File: config.mk
export PLATFORM = sky130hd
export DESIGN_NAME = adaptive_read_size_controller
export DESIGN_NICKNAME = d
export VERILOG_FILES = /design/src/rtl/arsc_pkg.sv /design/src/rtl/adaptive_read_size_controller.sv
export SDC_FILE = /design/constraint.sdc
export NUM_CORES = 2
export LEC_CHECK = 0
export ABC_AREA = 1
export BUFFER_PORTS_ARGS = -buffer_cell sky130_fd_sc_hd__buf_2
export CORE_MARGIN = 2
export CORE_UTILIZATION = 60
export DETAILED_ROUTE_END_ITERATION = 10
export PLACE_DENSITY = 0.76
export SYNTH_ARGS = -nofsm -noshare
export SYNTH_HDL_FRONTEND = slang
export SYNTH_SLANG_ARGS = --single-unit
export TNS_END_PERCENT = 100
File: constraint.sdc
create_clock -name clk -period 8.42 [get_ports clk]
set_clock_uncertainty 0.15 [all_clocks]
set_input_delay 0.421 -clock clk [delete_from_list [all_inputs] [get_ports clk]]
set_output_delay 0.421 -clock clk [all_outputs]
set_load 0.05 [all_outputs]
File: src/rtl/arsc_pkg.sv
package arsc_pkg;

	// Field widths
	localparam int SIZE_W  = 21;
	localparam int RUN_W   = 16;
	localparam int STAMP_W = 48;
	localparam int TOTAL_W = 64;

	// Size and run limits
	localparam logic [SIZE_W-1:0] SIZE_CAP = 21'd1048576;
	localparam logic [RUN_W-1:0]  RUN_CAP  = 16'hFFFF;

	// Register reset values
	localparam logic [SIZE_W-1:0] MIN_RESET    = 21'd1024;
	localparam logic [SIZE_W-1:0] MAX_RESET    = 21'd65536;
	localparam logic [RUN_W-1:0]  GROW_RESET   = 16'd3;
	localparam logic [RUN_W-1:0]  SHRINK_RESET = 16'd4;

	// floor(x / 10) for x below 2^22 as (x * TENTH_MUL) >> TENTH_SHIFT
	localparam int                TENTH_MUL_W = 20;
	localparam logic [TENTH_MUL_W-1:0] TENTH_MUL = 20'd838861;
	localparam int                TENTH_SHIFT = 23;
	localparam int                TENTH_W     = SIZE_W + TENTH_MUL_W;

	// Quotient bits resolved per divider cycle
	localparam int DIV_BITS = 4;

	// Configuration register indexes
	localparam int CFG_IDX_W = 2;
	typedef logic [CFG_IDX_W-1:0] cfg_idx_t;
	localparam cfg_idx_t REG_MIN_SIZE         = 2'd0;
	localparam cfg_idx_t REG_MAX_SIZE         = 2'd1;
	localparam cfg_idx_t REG_GROW_THRESHOLD   = 2'd2;
	localparam cfg_idx_t REG_SHRINK_THRESHOLD = 2'd3;

	// Request commands
	localparam logic CMD_OBSERVE = 1'b0;
	localparam logic CMD_RESET   = 1'b1;

	typedef struct packed {
		logic               cmd;
		logic [SIZE_W-1:0]  read_bytes;
		logic [STAMP_W-1:0] now_ms;
	} arsc_obs_t;

	typedef struct packed {
		logic [SIZE_W-1:0]  next_size;
		logic [SIZE_W-1:0]  average_read;
		logic [TOTAL_W-1:0] read_total;
		logic [TOTAL_W-1:0] byte_total;
		logic [RUN_W-1:0]   full_run;
		logic [RUN_W-1:0]   short_run;
		logic [STAMP_W-1:0] last_stamp;
	} arsc_res_t;

endpackage

File: src/rtl/adaptive_read_size_controller.sv
// Adaptive read size controller.
// Requests arrive on obs_valid/obs_ready/obs_data: cmd 0 reports one read
// (read_bytes, now_ms), cmd 1 puts the recommended size back to the minimum.
// Each request yields one result on res_valid/res_ready/res_data with the
// next recommended size, the average of the last HISTORY_DEPTH reads, the
// lifetime totals, both run counters and the last timestamp.
// Registers are written on cfg_valid/cfg_ready/cfg_index/cfg_data; the user
// must write them only while idle, which the block itself does not enforce. cfg_ready is always high.
// Timing: one request at a time. A request passes the tenth, update, divide
// and done states from acceptance to the result register; the divide state
// is an iterative divider for the average, 4 quotient bits per cycle over
// the window sum of SW = 21 + clog2(HISTORY_DEPTH) bits, and no new request
// is taken until the previous one has reached the result register.
// The history ring lives in a one-port-read synchronous memory; it is read
// when a request is taken and written back in the update cycle.
// A finished result waits in the output register; a new request is taken as
// soon as the previous one has reached it, and the next result waits until
// the stalled one is taken.
// Reset: registers return to their reset values, size to 1024, counters,
// totals and history fill to zero. The history memory needs no clearing.
module adaptive_read_size_controller #(
	parameter int HISTORY_DEPTH = 16
) (
	input  logic                        clk,
	input  logic                        arst_n,
	input  logic                        obs_valid,
	output logic                        obs_ready,
	input  arsc_pkg::arsc_obs_t         obs_data,
	output logic                        res_valid,
	input  logic                        res_ready,
	output arsc_pkg::arsc_res_t         res_data,
	input  logic                        cfg_valid,
	output logic                        cfg_ready,
	input  arsc_pkg::cfg_idx_t          cfg_index,
	input  logic [arsc_pkg::SIZE_W-1:0] cfg_data
);
	import arsc_pkg::*;

	localparam int SLOT_W  = (HISTORY_DEPTH > 1) ? $clog2(HISTORY_DEPTH) : 1;
	localparam int VALID_W = $clog2(HISTORY_DEPTH + 1);
	localparam int SUM_W   = SIZE_W + $clog2(HISTORY_DEPTH);
	localparam int DIV_CYC = (SUM_W + DIV_BITS - 1) / DIV_BITS;
	localparam int DIV_W   = DIV_CYC * DIV_BITS;
	localparam int CNT_W   = (DIV_CYC > 1) ? $clog2(DIV_CYC) : 1;

	typedef enum logic [2:0] {
		ST_IDLE,
		ST_TENTH,
		ST_UPDATE,
		ST_DIVIDE,
		ST_DONE
	} state_t;

	state_t              state_q;

	// Configuration registers
	logic [SIZE_W-1:0]   min_q;
	logic [SIZE_W-1:0]   max_q;
	logic [RUN_W-1:0]    grow_q;
	logic [RUN_W-1:0]    shrink_q;

	// Controller state
	logic [SIZE_W-1:0]   cur_q;
	logic [RUN_W-1:0]    full_q;
	logic [RUN_W-1:0]    short_q;
	logic [VALID_W-1:0]  valid_q;
	logic [SLOT_W-1:0]   slot_q;
	logic [SUM_W-1:0]    sum_q;
	logic [TOTAL_W-1:0]  reads_q;
	logic [TOTAL_W-1:0]  bytes_q;
	logic [STAMP_W-1:0]  stamp_q;

	// History ring
	logic [SIZE_W-1:0]   hist_mem [HISTORY_DEPTH];
	logic [SIZE_W-1:0]   hist_rd_q;

	// Request pipeline
	logic                cmd_s1;
	logic [SIZE_W-1:0]   bytes_s1;
	logic [STAMP_W-1:0]  stamp_s1;
	logic [SIZE_W-1:0]   tenth_s2;

	// Divider
	logic [DIV_W-1:0]    div_num_q;
	logic [VALID_W-1:0]  div_rem_q;
	logic [VALID_W-1:0]  div_den_q;
	logic [CNT_W-1:0]    div_cnt_q;

	logic                res_valid_q;
	arsc_res_t           res_q;

	logic                obs_take;
	logic [SIZE_W-1:0]   min_cap;
	logic [SIZE_W-1:0]   max_cap;
	logic [SIZE_W-1:0]   eff_min;
	logic [SIZE_W-1:0]   eff_max;
	logic [SIZE_W-1:0]   bytes_sat;
	logic [TENTH_W-1:0]  tenth_prod;

	logic [SIZE_W-1:0]   cut;
	logic                is_full;
	logic [RUN_W-1:0]    full_inc;
	logic [RUN_W-1:0]    short_inc;
	logic [SIZE_W:0]     grown;
	logic [SIZE_W-1:0]   shrunk;
	logic                hist_full;
	logic [SUM_W-1:0]    sum_drop;
	logic [SIZE_W-1:0]   nxt_cur;
	logic [RUN_W-1:0]    nxt_full;
	logic [RUN_W-1:0]    nxt_short;
	logic [SUM_W-1:0]    nxt_sum;
	logic [VALID_W-1:0]  nxt_valid;
	logic [SLOT_W-1:0]   nxt_slot;

	logic [VALID_W:0]    rem_sh;
	logic [VALID_W-1:0]  rem_w;
	logic [DIV_W-1:0]    num_w;

	assign obs_ready = (state_q == ST_IDLE);
	assign obs_take  = obs_valid && obs_ready;
	assign cfg_ready = 1'b1;
	assign res_valid = res_valid_q;
	assign res_data  = res_q;

	// Clamp bounds: cap wide values, lift a zero minimum, raise an inverted maximum
	always_comb begin
		min_cap   = (min_q > SIZE_CAP) ? SIZE_CAP : min_q;
		eff_min   = (min_cap == '0) ? SIZE_W'(1) : min_cap;
		max_cap   = (max_q > SIZE_CAP) ? SIZE_CAP : max_q;
		eff_max   = (max_cap < eff_min) ? eff_min : max_cap;
		bytes_sat = (obs_data.read_bytes > SIZE_CAP) ? SIZE_CAP : obs_data.read_bytes;
	end

	// Tenth of the current size by reciprocal multiply
	assign tenth_prod = TENTH_W'(cur_q) * TENTH_W'(TENTH_MUL);

	// Work out the new size, runs and window for the request in hand
	always_comb begin
		cut       = cur_q - tenth_s2;
		is_full   = (bytes_s1 >= cut);
		full_inc  = (full_q == RUN_CAP) ? full_q : full_q + 1'b1;
		short_inc = (short_q == RUN_CAP) ? short_q : short_q + 1'b1;
		grown     = {cur_q, 1'b0};
		shrunk    = cur_q >> 1;
		hist_full = (valid_q == VALID_W'(HISTORY_DEPTH));
		sum_drop  = hist_full ? SUM_W'(hist_rd_q) : '0;

		nxt_cur   = cur_q;
		nxt_full  = full_q;
		nxt_short = short_q;
		nxt_sum   = sum_q;
		nxt_valid = valid_q;
		nxt_slot  = slot_q;

		if (cmd_s1 == CMD_RESET) begin
			nxt_cur   = eff_min;
			nxt_full  = '0;
			nxt_short = '0;
		end else begin
			nxt_sum   = sum_q - sum_drop + SUM_W'(bytes_s1);
			nxt_valid = hist_full ? valid_q : valid_q + 1'b1;
			nxt_slot  = (slot_q == SLOT_W'(HISTORY_DEPTH - 1)) ? '0 : slot_q + 1'b1;
			if (is_full) begin
				nxt_short = '0;
				nxt_full  = full_inc;
				if (full_inc >= grow_q && cur_q < eff_max) begin
					nxt_cur  = (grown > {1'b0, eff_max}) ? eff_max : grown[SIZE_W-1:0];
					nxt_full = '0;
				end
			end else begin
				nxt_full  = '0;
				nxt_short = short_inc;
				if (short_inc >= shrink_q && cur_q > eff_min) begin
					nxt_cur   = (shrunk < eff_min) ? eff_min : shrunk;
					nxt_short = '0;
				end
			end
		end
	end

	// Restoring division, DIV_BITS quotient bits per cycle
	always_comb begin
		rem_w  = div_rem_q;
		num_w  = div_num_q;
		rem_sh = '0;
		for (int i = 0; i < DIV_BITS; i++) begin
			rem_sh = {rem_w, num_w[DIV_W-1]};
			num_w  = {num_w[DIV_W-2:0], 1'b0};
			if (rem_sh >= {1'b0, div_den_q}) begin
				rem_sh   = rem_sh - {1'b0, div_den_q};
				num_w[0] = 1'b1;
			end
			rem_w = rem_sh[VALID_W-1:0];
		end
	end

	// History memory: read the oldest entry on accept, write the new read on update.
	// One request at a time, so the read and write never overlap on an entry.
	always_ff @(posedge clk) begin
		if (obs_take) begin
			hist_rd_q <= hist_mem[slot_q];
		end
		if (state_q == ST_UPDATE && cmd_s1 == CMD_OBSERVE) begin
			hist_mem[slot_q] <= bytes_s1;
		end
	end

	// Sequencer, state and result register
	always_ff @(posedge clk or negedge arst_n) begin
		if (!arst_n) begin
			state_q     <= ST_IDLE;
			min_q       <= MIN_RESET;
			max_q       <= MAX_RESET;
			grow_q      <= GROW_RESET;
			shrink_q    <= SHRINK_RESET;
			cur_q       <= MIN_RESET;
			full_q      <= '0;
			short_q     <= '0;
			valid_q     <= '0;
			slot_q      <= '0;
			sum_q       <= '0;
			reads_q     <= '0;
			bytes_q     <= '0;
			stamp_q     <= '0;
			cmd_s1      <= CMD_OBSERVE;
			bytes_s1    <= '0;
			stamp_s1    <= '0;
			tenth_s2    <= '0;
			div_num_q   <= '0;
			div_rem_q   <= '0;
			div_den_q   <= '0;
			div_cnt_q   <= '0;
			res_valid_q <= 1'b0;
			res_q       <= '0;
		end else begin
			// Register writes
			if (cfg_valid) begin
				case (cfg_index)
					REG_MIN_SIZE:         min_q    <= cfg_data;
					REG_MAX_SIZE:         max_q    <= cfg_data;
					REG_GROW_THRESHOLD:   grow_q   <= cfg_data[RUN_W-1:0];
					REG_SHRINK_THRESHOLD: shrink_q <= cfg_data[RUN_W-1:0];
					default: ;
				endcase
			end

			// Drop the result once taken, unless the next one replaces it
			if (res_valid_q && res_ready && state_q != ST_DONE) begin
				res_valid_q <= 1'b0;
			end

			case (state_q)
				ST_IDLE: begin
					if (obs_take) begin
						cmd_s1   <= obs_data.cmd;
						bytes_s1 <= bytes_sat;
						stamp_s1 <= obs_data.now_ms;
						state_q  <= ST_TENTH;
					end
				end
				ST_TENTH: begin
					tenth_s2 <= SIZE_W'(tenth_prod >> TENTH_SHIFT);
					state_q  <= ST_UPDATE;
				end
				ST_UPDATE: begin
					cur_q   <= nxt_cur;
					full_q  <= nxt_full;
					short_q <= nxt_short;
					sum_q   <= nxt_sum;
					valid_q <= nxt_valid;
					slot_q  <= nxt_slot;
					if (cmd_s1 == CMD_OBSERVE) begin
						reads_q <= reads_q + 1'b1;
						bytes_q <= bytes_q + TOTAL_W'(bytes_s1);
						stamp_q <= stamp_s1;
					end
					div_num_q <= DIV_W'(nxt_sum);
					div_rem_q <= '0;
					div_den_q <= nxt_valid;
					div_cnt_q <= '0;
					state_q   <= ST_DIVIDE;
				end
				ST_DIVIDE: begin
					div_num_q <= num_w;
					div_rem_q <= rem_w;
					div_cnt_q <= div_cnt_q + 1'b1;
					if (div_cnt_q == CNT_W'(DIV_CYC - 1)) begin
						state_q <= ST_DONE;
					end
				end
				ST_DONE: begin
					// Hold until the output register is free
					if (!res_valid_q || res_ready) begin
						res_valid_q        <= 1'b1;
						res_q.next_size    <= cur_q;
						res_q.average_read <= (div_den_q == '0) ? '0
							: div_num_q[SIZE_W-1:0];
						res_q.read_total   <= reads_q;
						res_q.byte_total   <= bytes_q;
						res_q.full_run     <= full_q;
						res_q.short_run    <= short_q;
						res_q.last_stamp   <= stamp_q;
						state_q            <= ST_IDLE;
					end
				end
				default: state_q <= ST_IDLE;
			endcase
		end
	end

	// Recommended size stays between one byte and the size cap
	a_size_range: assert property (@(posedge clk) disable iff (!arst_n)
		cur_q != '0 && cur_q <= SIZE_CAP)
		else $error("recommended size out of range");

	// History fill never passes the ring depth
	a_fill_range: assert property (@(posedge clk) disable iff (!arst_n)
		valid_q <= VALID_W'(HISTORY_DEPTH))
		else $error("history fill beyond depth");

	// An observed read bumps the read total by exactly one
	a_read_count: assert property (@(posedge clk) disable iff (!arst_n)
		(state_q == ST_UPDATE && cmd_s1 == CMD_OBSERVE)
		|=> reads_q == $past(reads_q) + 1'b1)
		else $error("read total not advanced");

	// No second request is taken while one is in flight
	a_one_in_flight: assert property (@(posedge clk) disable iff (!arst_n)
		obs_take |=> !obs_ready)
		else $error("request taken while busy");

endmodule
* Word-level counts from Yosys, hierarchy flattened *
Memories as Yosys holds them, arrays and structs flattened. A register that Yosys moved wholly into a read port is not among the register bits.
Cells that the tools add are included.

storage, ports and cells
  flip-flop bits (word level) = 715
  RAM bits = 336
  word-level logic and storage cells = 148
  memories kept = 1

memory list
  memory    words  width  rd ports  clocked after Yosys merged registers in  write ports  RTL line                             text
  hist_mem  16     21     1         1                                        1            adaptive_read_size_controller.sv:74  logic [SIZE_W-1:0] hist_mem [HISTORY_DEPTH];

cells by class
  $add $sub $neg = 14
  $mul = 1
  magnitude comparators = 15
  equal/unequal tests = 17
  multiplexer cells = 45
  bitwise logic cells = 2
  reductions and logical operators = 24

operators with widths
  kind                                                    number
  two-way mux 21 bit                                      13
  two-way mux 16 bit                                      8
  adder 64 x 1 -> 64 bit (second input constant)          1
  adder 64 x 21 -> 64 bit                                 1
  greater-than comparator 21 bit (second input constant)  3
  one-hot mux 28 bit (2 select lines)                     1
  less-than comparator 21 bit                             2
  multiplier 21 x 20 -> 41 bit (second input constant)    1
  adder 16 x 1 -> 16 bit (second input constant)          2
  == test 16 bit (second input constant)                  2
  greater-or-equal comparator 16 bit                      2
  two-way mux 5 bit                                       6
  adder 25 x 21 -> 25 bit                                 1
  two-way mux 25 bit                                      1
  subtractor 25 x 21 -> 25 bit                            1
  greater-or-equal comparator 6 x 5 -> 1 bit              4
  greater-than comparator 22 x 21 -> 1 bit                1
  greater-or-equal comparator 21 bit                      1
  greater-than comparator 21 bit                          1
  zero test 21 bit                                        1
  less-than comparator 20 x 21 -> 1 bit                   1
  subtractor 21 x 18 -> 21 bit                            1
  subtractor 5 bit                                        4
  one-hot mux 3 bit (5 select lines)                      1
  30 further kinds                                        58

* Longest topological paths before layout *
  word-level depth = 11
  mapped depth = 40

* Least setup slack after synthesis *
No wires, ideal clock.

  path type = register to register
  start point = reg div_den_q[1]
  end point = reg div_rem_q[4]
  arrival = 6020 ps
  data required time = 8146 ps
  setup slack = 2126 ps
  stages on the path, launching flop included = 38
  clock period less this slack = 6294 ps
  path through = dfrtp_1 inv_1 fa_1 inv_1 nor2_1 o21ai_1 nand2_2 o21ai_0 inv_1 fa_1 nor2_1 nor3b_1 nor2_1 nor3_1 and3_1 buf_4 or2_2 o21ai_0 [... 2 more ...] o21ai_0 inv_1 o21ai_0 a21oi_1 and2_1 buf_2 inv_1 nand2_1 o21ai_1 inv_1 fa_1 o21ai_0 nand2_1 nand3_1 buf_4 o21ai_0 o211ai_1 nand2_1

between the ends
  word-level cells in the longest chain between the ends = 9
  elaborated cells on any way between the ends = 13
  classes of those cells = add/sub: 4; order compare: 4; mux: 5

RTL lines
  what                                                                                   RTL line                                                                    text
  start, declared                                                                        adaptive_read_size_controller.sv:86                                         logic [VALID_W-1:0] div_den_q;
  start signal, assigned                                                                 adaptive_read_size_controller.sv:279                                        div_den_q <= nxt_valid;
  subtractor 5 bit / greater-or-equal comparator 6 x 5 -> 1 bit (equally long branches)  adaptive_read_size_controller.sv:190, adaptive_read_size_controller.sv:189
  two-way mux 5 bit                                                                      adaptive_read_size_controller.sv:189                                        if (rem_sh >= {1'b0, div_den_q}) begin
  subtractor 5 bit / greater-or-equal comparator 6 x 5 -> 1 bit (equally long branches)  adaptive_read_size_controller.sv:190, adaptive_read_size_controller.sv:189
  two-way mux 5 bit                                                                      adaptive_read_size_controller.sv:189
  subtractor 5 bit / greater-or-equal comparator 6 x 5 -> 1 bit (equally long branches)  adaptive_read_size_controller.sv:190, adaptive_read_size_controller.sv:189
  two-way mux 5 bit                                                                      adaptive_read_size_controller.sv:189
  subtractor 5 bit / greater-or-equal comparator 6 x 5 -> 1 bit (equally long branches)  adaptive_read_size_controller.sv:190, adaptive_read_size_controller.sv:189
  two-way mux 5 bit *                                                                    adaptive_read_size_controller.sv:189
  one-hot mux 5 bit (2 select lines) *                                                   adaptive_read_size_controller.sv:252                                        case (state_q)
  end signal, assigned                                                                   adaptive_read_size_controller.sv:285                                        div_rem_q <= rem_w;
  end, declared                                                                          adaptive_read_size_controller.sv:85                                         logic [VALID_W-1:0] div_rem_q;

Mark *: on every way between the ends. The rest lies on a longest branch, timed or not.
A chain may end at the register's enable or synchronous reset.

* Worst setup path after layout *
  start point = reg div_den_q[1]
  end point = reg div_rem_q[2]

between the ends
  word-level cells in the longest chain between the ends = 9
  elaborated cells on any way between the ends = 13
  classes of those cells = add/sub: 4; order compare: 4; mux: 5

RTL lines
  what                                                                                   RTL line
  subtractor 5 bit / greater-or-equal comparator 6 x 5 -> 1 bit (equally long branches)  adaptive_read_size_controller.sv:190, adaptive_read_size_controller.sv:189
  two-way mux 5 bit                                                                      adaptive_read_size_controller.sv:189
  subtractor 5 bit / greater-or-equal comparator 6 x 5 -> 1 bit (equally long branches)  adaptive_read_size_controller.sv:190, adaptive_read_size_controller.sv:189
  two-way mux 5 bit                                                                      adaptive_read_size_controller.sv:189
  subtractor 5 bit / greater-or-equal comparator 6 x 5 -> 1 bit (equally long branches)  adaptive_read_size_controller.sv:190, adaptive_read_size_controller.sv:189
  two-way mux 5 bit                                                                      adaptive_read_size_controller.sv:189
  greater-or-equal comparator 6 x 5 -> 1 bit / subtractor 5 bit (equally long branches)  adaptive_read_size_controller.sv:189, adaptive_read_size_controller.sv:190
  two-way mux 5 bit *                                                                    adaptive_read_size_controller.sv:189
  one-hot mux 5 bit (2 select lines) *                                                   adaptive_read_size_controller.sv:252

Marks and branches as above.

==> results by group <==
Place
  • Sum of net half-perimeters after detailed placement: between 100,000 and 150,000 um
  • I/O Buffers: about 350
  • Gp weighted congestion: 0.9899

Floorplan
  • Die X-Extent: roughly 320 um
  • Placeable core region: 98,710 um^2
  • Placement row count: between 100 and 150
  • Die area: 102,500 um^2
  • Initial cell density of the core: 60.73%
  • Boundary pin count: about 350
  • Y dimension of the die: 320.1 um

Clock network
  • Clock Latency Late Sink: approximately 0.71 ns
  • Clock root buffer master: sky130_fd_sc_hd__clkbuf_16
  • TritonCTS sink count: 1,072
  • Post-CTS setup buffer count: 0
  • Number of levels in the clock H-tree: 3
  • CTS tree: built
  • CTS buffer count: 110
  • Max Buffers Root-to-Sink: 3
  • Clock transition time at the flip-flop clock pins of the worst setup and hold paths: 0.06 ns

Drt
  • Antenna violation net count after detailed routing: 0
  • Initial DRT Pass Iterations: 6
  • Routed WL per cell: 20.61 um
  • Detailed-route vias per instance: approximately 5.8
  • Total Wirelength: 171,500 um
  • Total via count in the routed design: 47.88k
  • Number of remaining DRC errors: 0
  • Number of DRC violations after detailed-routing iteration 0: 4,701

STA
  • Setup repair after global routing missed its margin: no
  • Number of failing setup endpoints in the final timing report: 0
  • TNS Setup: 0 ns
  • Final critical-path share of the clock period: about nine tenths
  • Relative max-transition margin: 21.98%
  • Number of hold violations in the final report: 0
  • Min cycle time layout: 7.483 ns
  • Transition time of the tightest slew-check pin: 1.170 ns
  • Slew Viols, Final: 0
  • Highest achievable clock rate: 133.6 MHz

Worst setup path
  • CP startpoint: div_den_q[1]$_DFFE_PN0P_
  • Crit path largest cell delay: 0.49 ns
  • Most numerous cell on the critical path: sky130_fd_sc_hd__inv_1
  • Critical path buffer and inverter count: 7
  • Crit Reg-Reg Startpoint: div_den_q[1]$_DFFE_PN0P_
  • Worst flop-to-flop path endpoint: div_rem_q[2]$_DFFE_PN0N_
  • Critical Path Sink Type: flip-flop
  • Slack of the worst reg-to-reg path: 0.94 ns
  • Data arrival time of the critical path: around 7.9 ns
  • Critical path's slowest cell: sky130_fd_sc_hd__dfrtp_1
  • Startpoint-to-endpoint class of the critical path: reg -> reg
  • Required time reported for the critical path endpoint: 8.85 ns
  • Path depth of the worst reg2reg path: 34
  • Type of origin of the critical path: flip-flop
  • Cell family contributing the most delay on the critical path: simple AND/OR/NAND/NOR gates
  • Peak fanout along the critical path: 11

Logic synthesis
  • Net Count, Synth: about 7.3k
  • Area of the mapped netlist: 59,950 um^2
  • Primary FF master, synth: sky130_fd_sc_hd__dfrtp_1
  • Register bit total from synthesis: roughly 1.1k
  • Syn avg cell area: slightly above 9 um^2
  • Number of distinct standard cells referenced by the synthesized netlist: a little under 70
  • Synthesized netlist cell count: 6,558
  • EDFF count, synth: 357
  • Sequential-to-total area share from yosys stat: between 40% and 50%
  • Number of warnings issued by yosys: 0
  • Async set-reset flop share out of synthesis: roughly two thirds

Worst hold path
  • HP Class: in -> async

Finish
  • Filler cell count: 7,644
  • Syn-to-layout area delta: 12.79%
  • Final-stage net count: 7,671
  • Fraction of final layout cells with drive strength greater than 1: 9.564%

Global routing
  • Wire length of the first global-routing pass: 266,300 um
  • Initial antenna violation count: 2
  • Pin count of the biggest net entering global routing: 218
  • Overall overflow remaining after global route: 0
  • Overall routing resource usage: 33.53%
  • Vias in the first global route: 47.06k

Flow run
  • Number of maximum-capacitance constraint violations: 0

Run status
  • Run status: finished clean
-- synth_stat cells, drive strengths merged (12+ instances only) --
cell / count / share of area (%)
fa: 175 / 5.8
a31oi: 12 / 0.13
inv: 852 / 5.3
nand4: 78 / 0.85
o221ai: 17 / 0.25
nor2: 437 / 2.8
clkbuf: 197 / 1.2
nand3: 204 / 1.7
ha: 454 / 9.5
nor4: 45 / 0.48
edfxtp: 357 / 18
xnor2: 36 / 0.53
o21a: 12 / 0.15
o22ai: 111 / 1.2
nor3: 89 / 0.85
o211ai: 44 / 0.55
dfrtp: 709 / 30
xor2: 160 / 2.3
or2: 15 / 0.16
buf: 34 / 0.35
nand2: 1553 / 9.8
o21ai: 669 / 5.6
a21oi: 228 / 1.9
-- worst max-delay path by stage --
stage                                to  depth (start not counted)
2_1_floorplan  div_rem_q[4]$_DFFE_PN0N_                         37
3_3_place_gp   div_rem_q[2]$_DFFE_PN0N_                         34
3_5_place_dp   div_rem_q[4]$_DFFE_PN0N_                         34
4_1_cts        div_rem_q[2]$_DFFE_PN0N_                         34
5_1_grt        div_rem_q[4]$_DFFE_PN0N_                         34
6_report       div_rem_q[2]$_DFFE_PN0N_                         34
-- what timing repair did --
item	in CTS	in global routing
hold endpoints to repair	194	0
hold buffers	94	0
resized for setup	0	0
-- placed cells by master, fill, tap and decap left out, drive strengths merged, types with 7 or more instances in the layout --
cell and instances:
o211ai 44, o22ai 111, buf 411, fa 175, nor4 45, xnor2 36, bufinv 8, a21o 9
nand2 1553, o21bai 7, or2 15, edfxtp 357, xor2 160, nand3 204, nor3 89, o221ai 17
nand4 78, o21ai 669, a211oi 11, ha 454, dfrtp 709, nor2 437, o21a 12, a31oi 12
clkinv 35, inv 857, a21oi 228, clkbuf 155, dlygate4sd3 94
-- registers in the layout, indices dropped and copies added, names as in the netlist, 25 cells and up --
register   count
hist_mem     336
res_data     250
bytes_q       64
reads_q       64
stamp_q       48
stamp_s1      48
div_num_q     28
sum_q         25
-- cell type report --
| class | count | area (um^2) | share of cell area, % |
|---|---|---|---|
| Antenna cell | 1 | 2.502 | 0.003701 |
| Clock buffer | 155 | 3136 | 4.637 |
| Clock inverter | 50 | 531.8 | 0.7864 |
| Inverter | 855 | 3216 | 4.756 |
| Multi-Input combinational cell | 4400 | 27290 | 40.36 |
| Sequential cell | 1072 | 28630 | 42.34 |
| Tap cell | 1287 | 1610 | 2.382 |
| Timing Repair Buffer | 505 | 3201 | 4.733 |
-- worst register-to-register path, delay by kind of cell (launching register included) --
kind | cells | cell delay, ns
buffers and inverters | 7 | 0.87
flip-flops | 1 | 0.49
AO/OA/AOI/OAI | 9 | 1.82
multiplexers | 1 | 0.33
AND/OR/NAND/NOR | 13 | 1.96
adder cells (fa/ha/maj) | 4 | 1.72
-- routing by layer --
metal	global-route usage, %	vias up	routed length [um]
met4	15.47	0	8963
li1	-	22390	-
met3	6.220	435	14120
met2	53.37	2073	78780
met1	44.92	22980	69670
met5	0	-	0
-- per-stage QoR --
stage	hold slack, ns	cell area [um^2]	cells	setup slack, ns	util [%]
6_report	0.08897	67620	8325	0.9369	68.50
2_1_floorplan	-0.02459	59950	6558	2.126	-
3_5_place_dp	0.2304	63010	8025	0.9891	63.83
4_1_cts	0.002644	67610	8324	0.9564	68.50
5_1_grt	0.1053	67610	8324	0.1458	68.50
3_3_place_gp	0.2332	63010	8025	0.9945	63.83
-- kinds of logic (layout without fill, tap and decap cells) --
family / count (synthesis) / after routing / synth area share [%]
muxes: 1 / 1 / 0.01878
adders and majority gates: 629 / 629 / 15.32
xor gates and xnor gates: 196 / 196 / 2.864
DFF: 1072 / 1072 / 47.74
AOI/OAI and AO/OA: 1135 / 1135 / 10.29
other: 1 / 2 / 0.006255
buffers and inverters: 1086 / 1565 / 6.938
and+or+nand+nor: 2438 / 2438 / 16.82
Power is left out: the tool's default activity adds up to more than one toggle a clock period on the data nets, which glitch-free logic cannot reach.
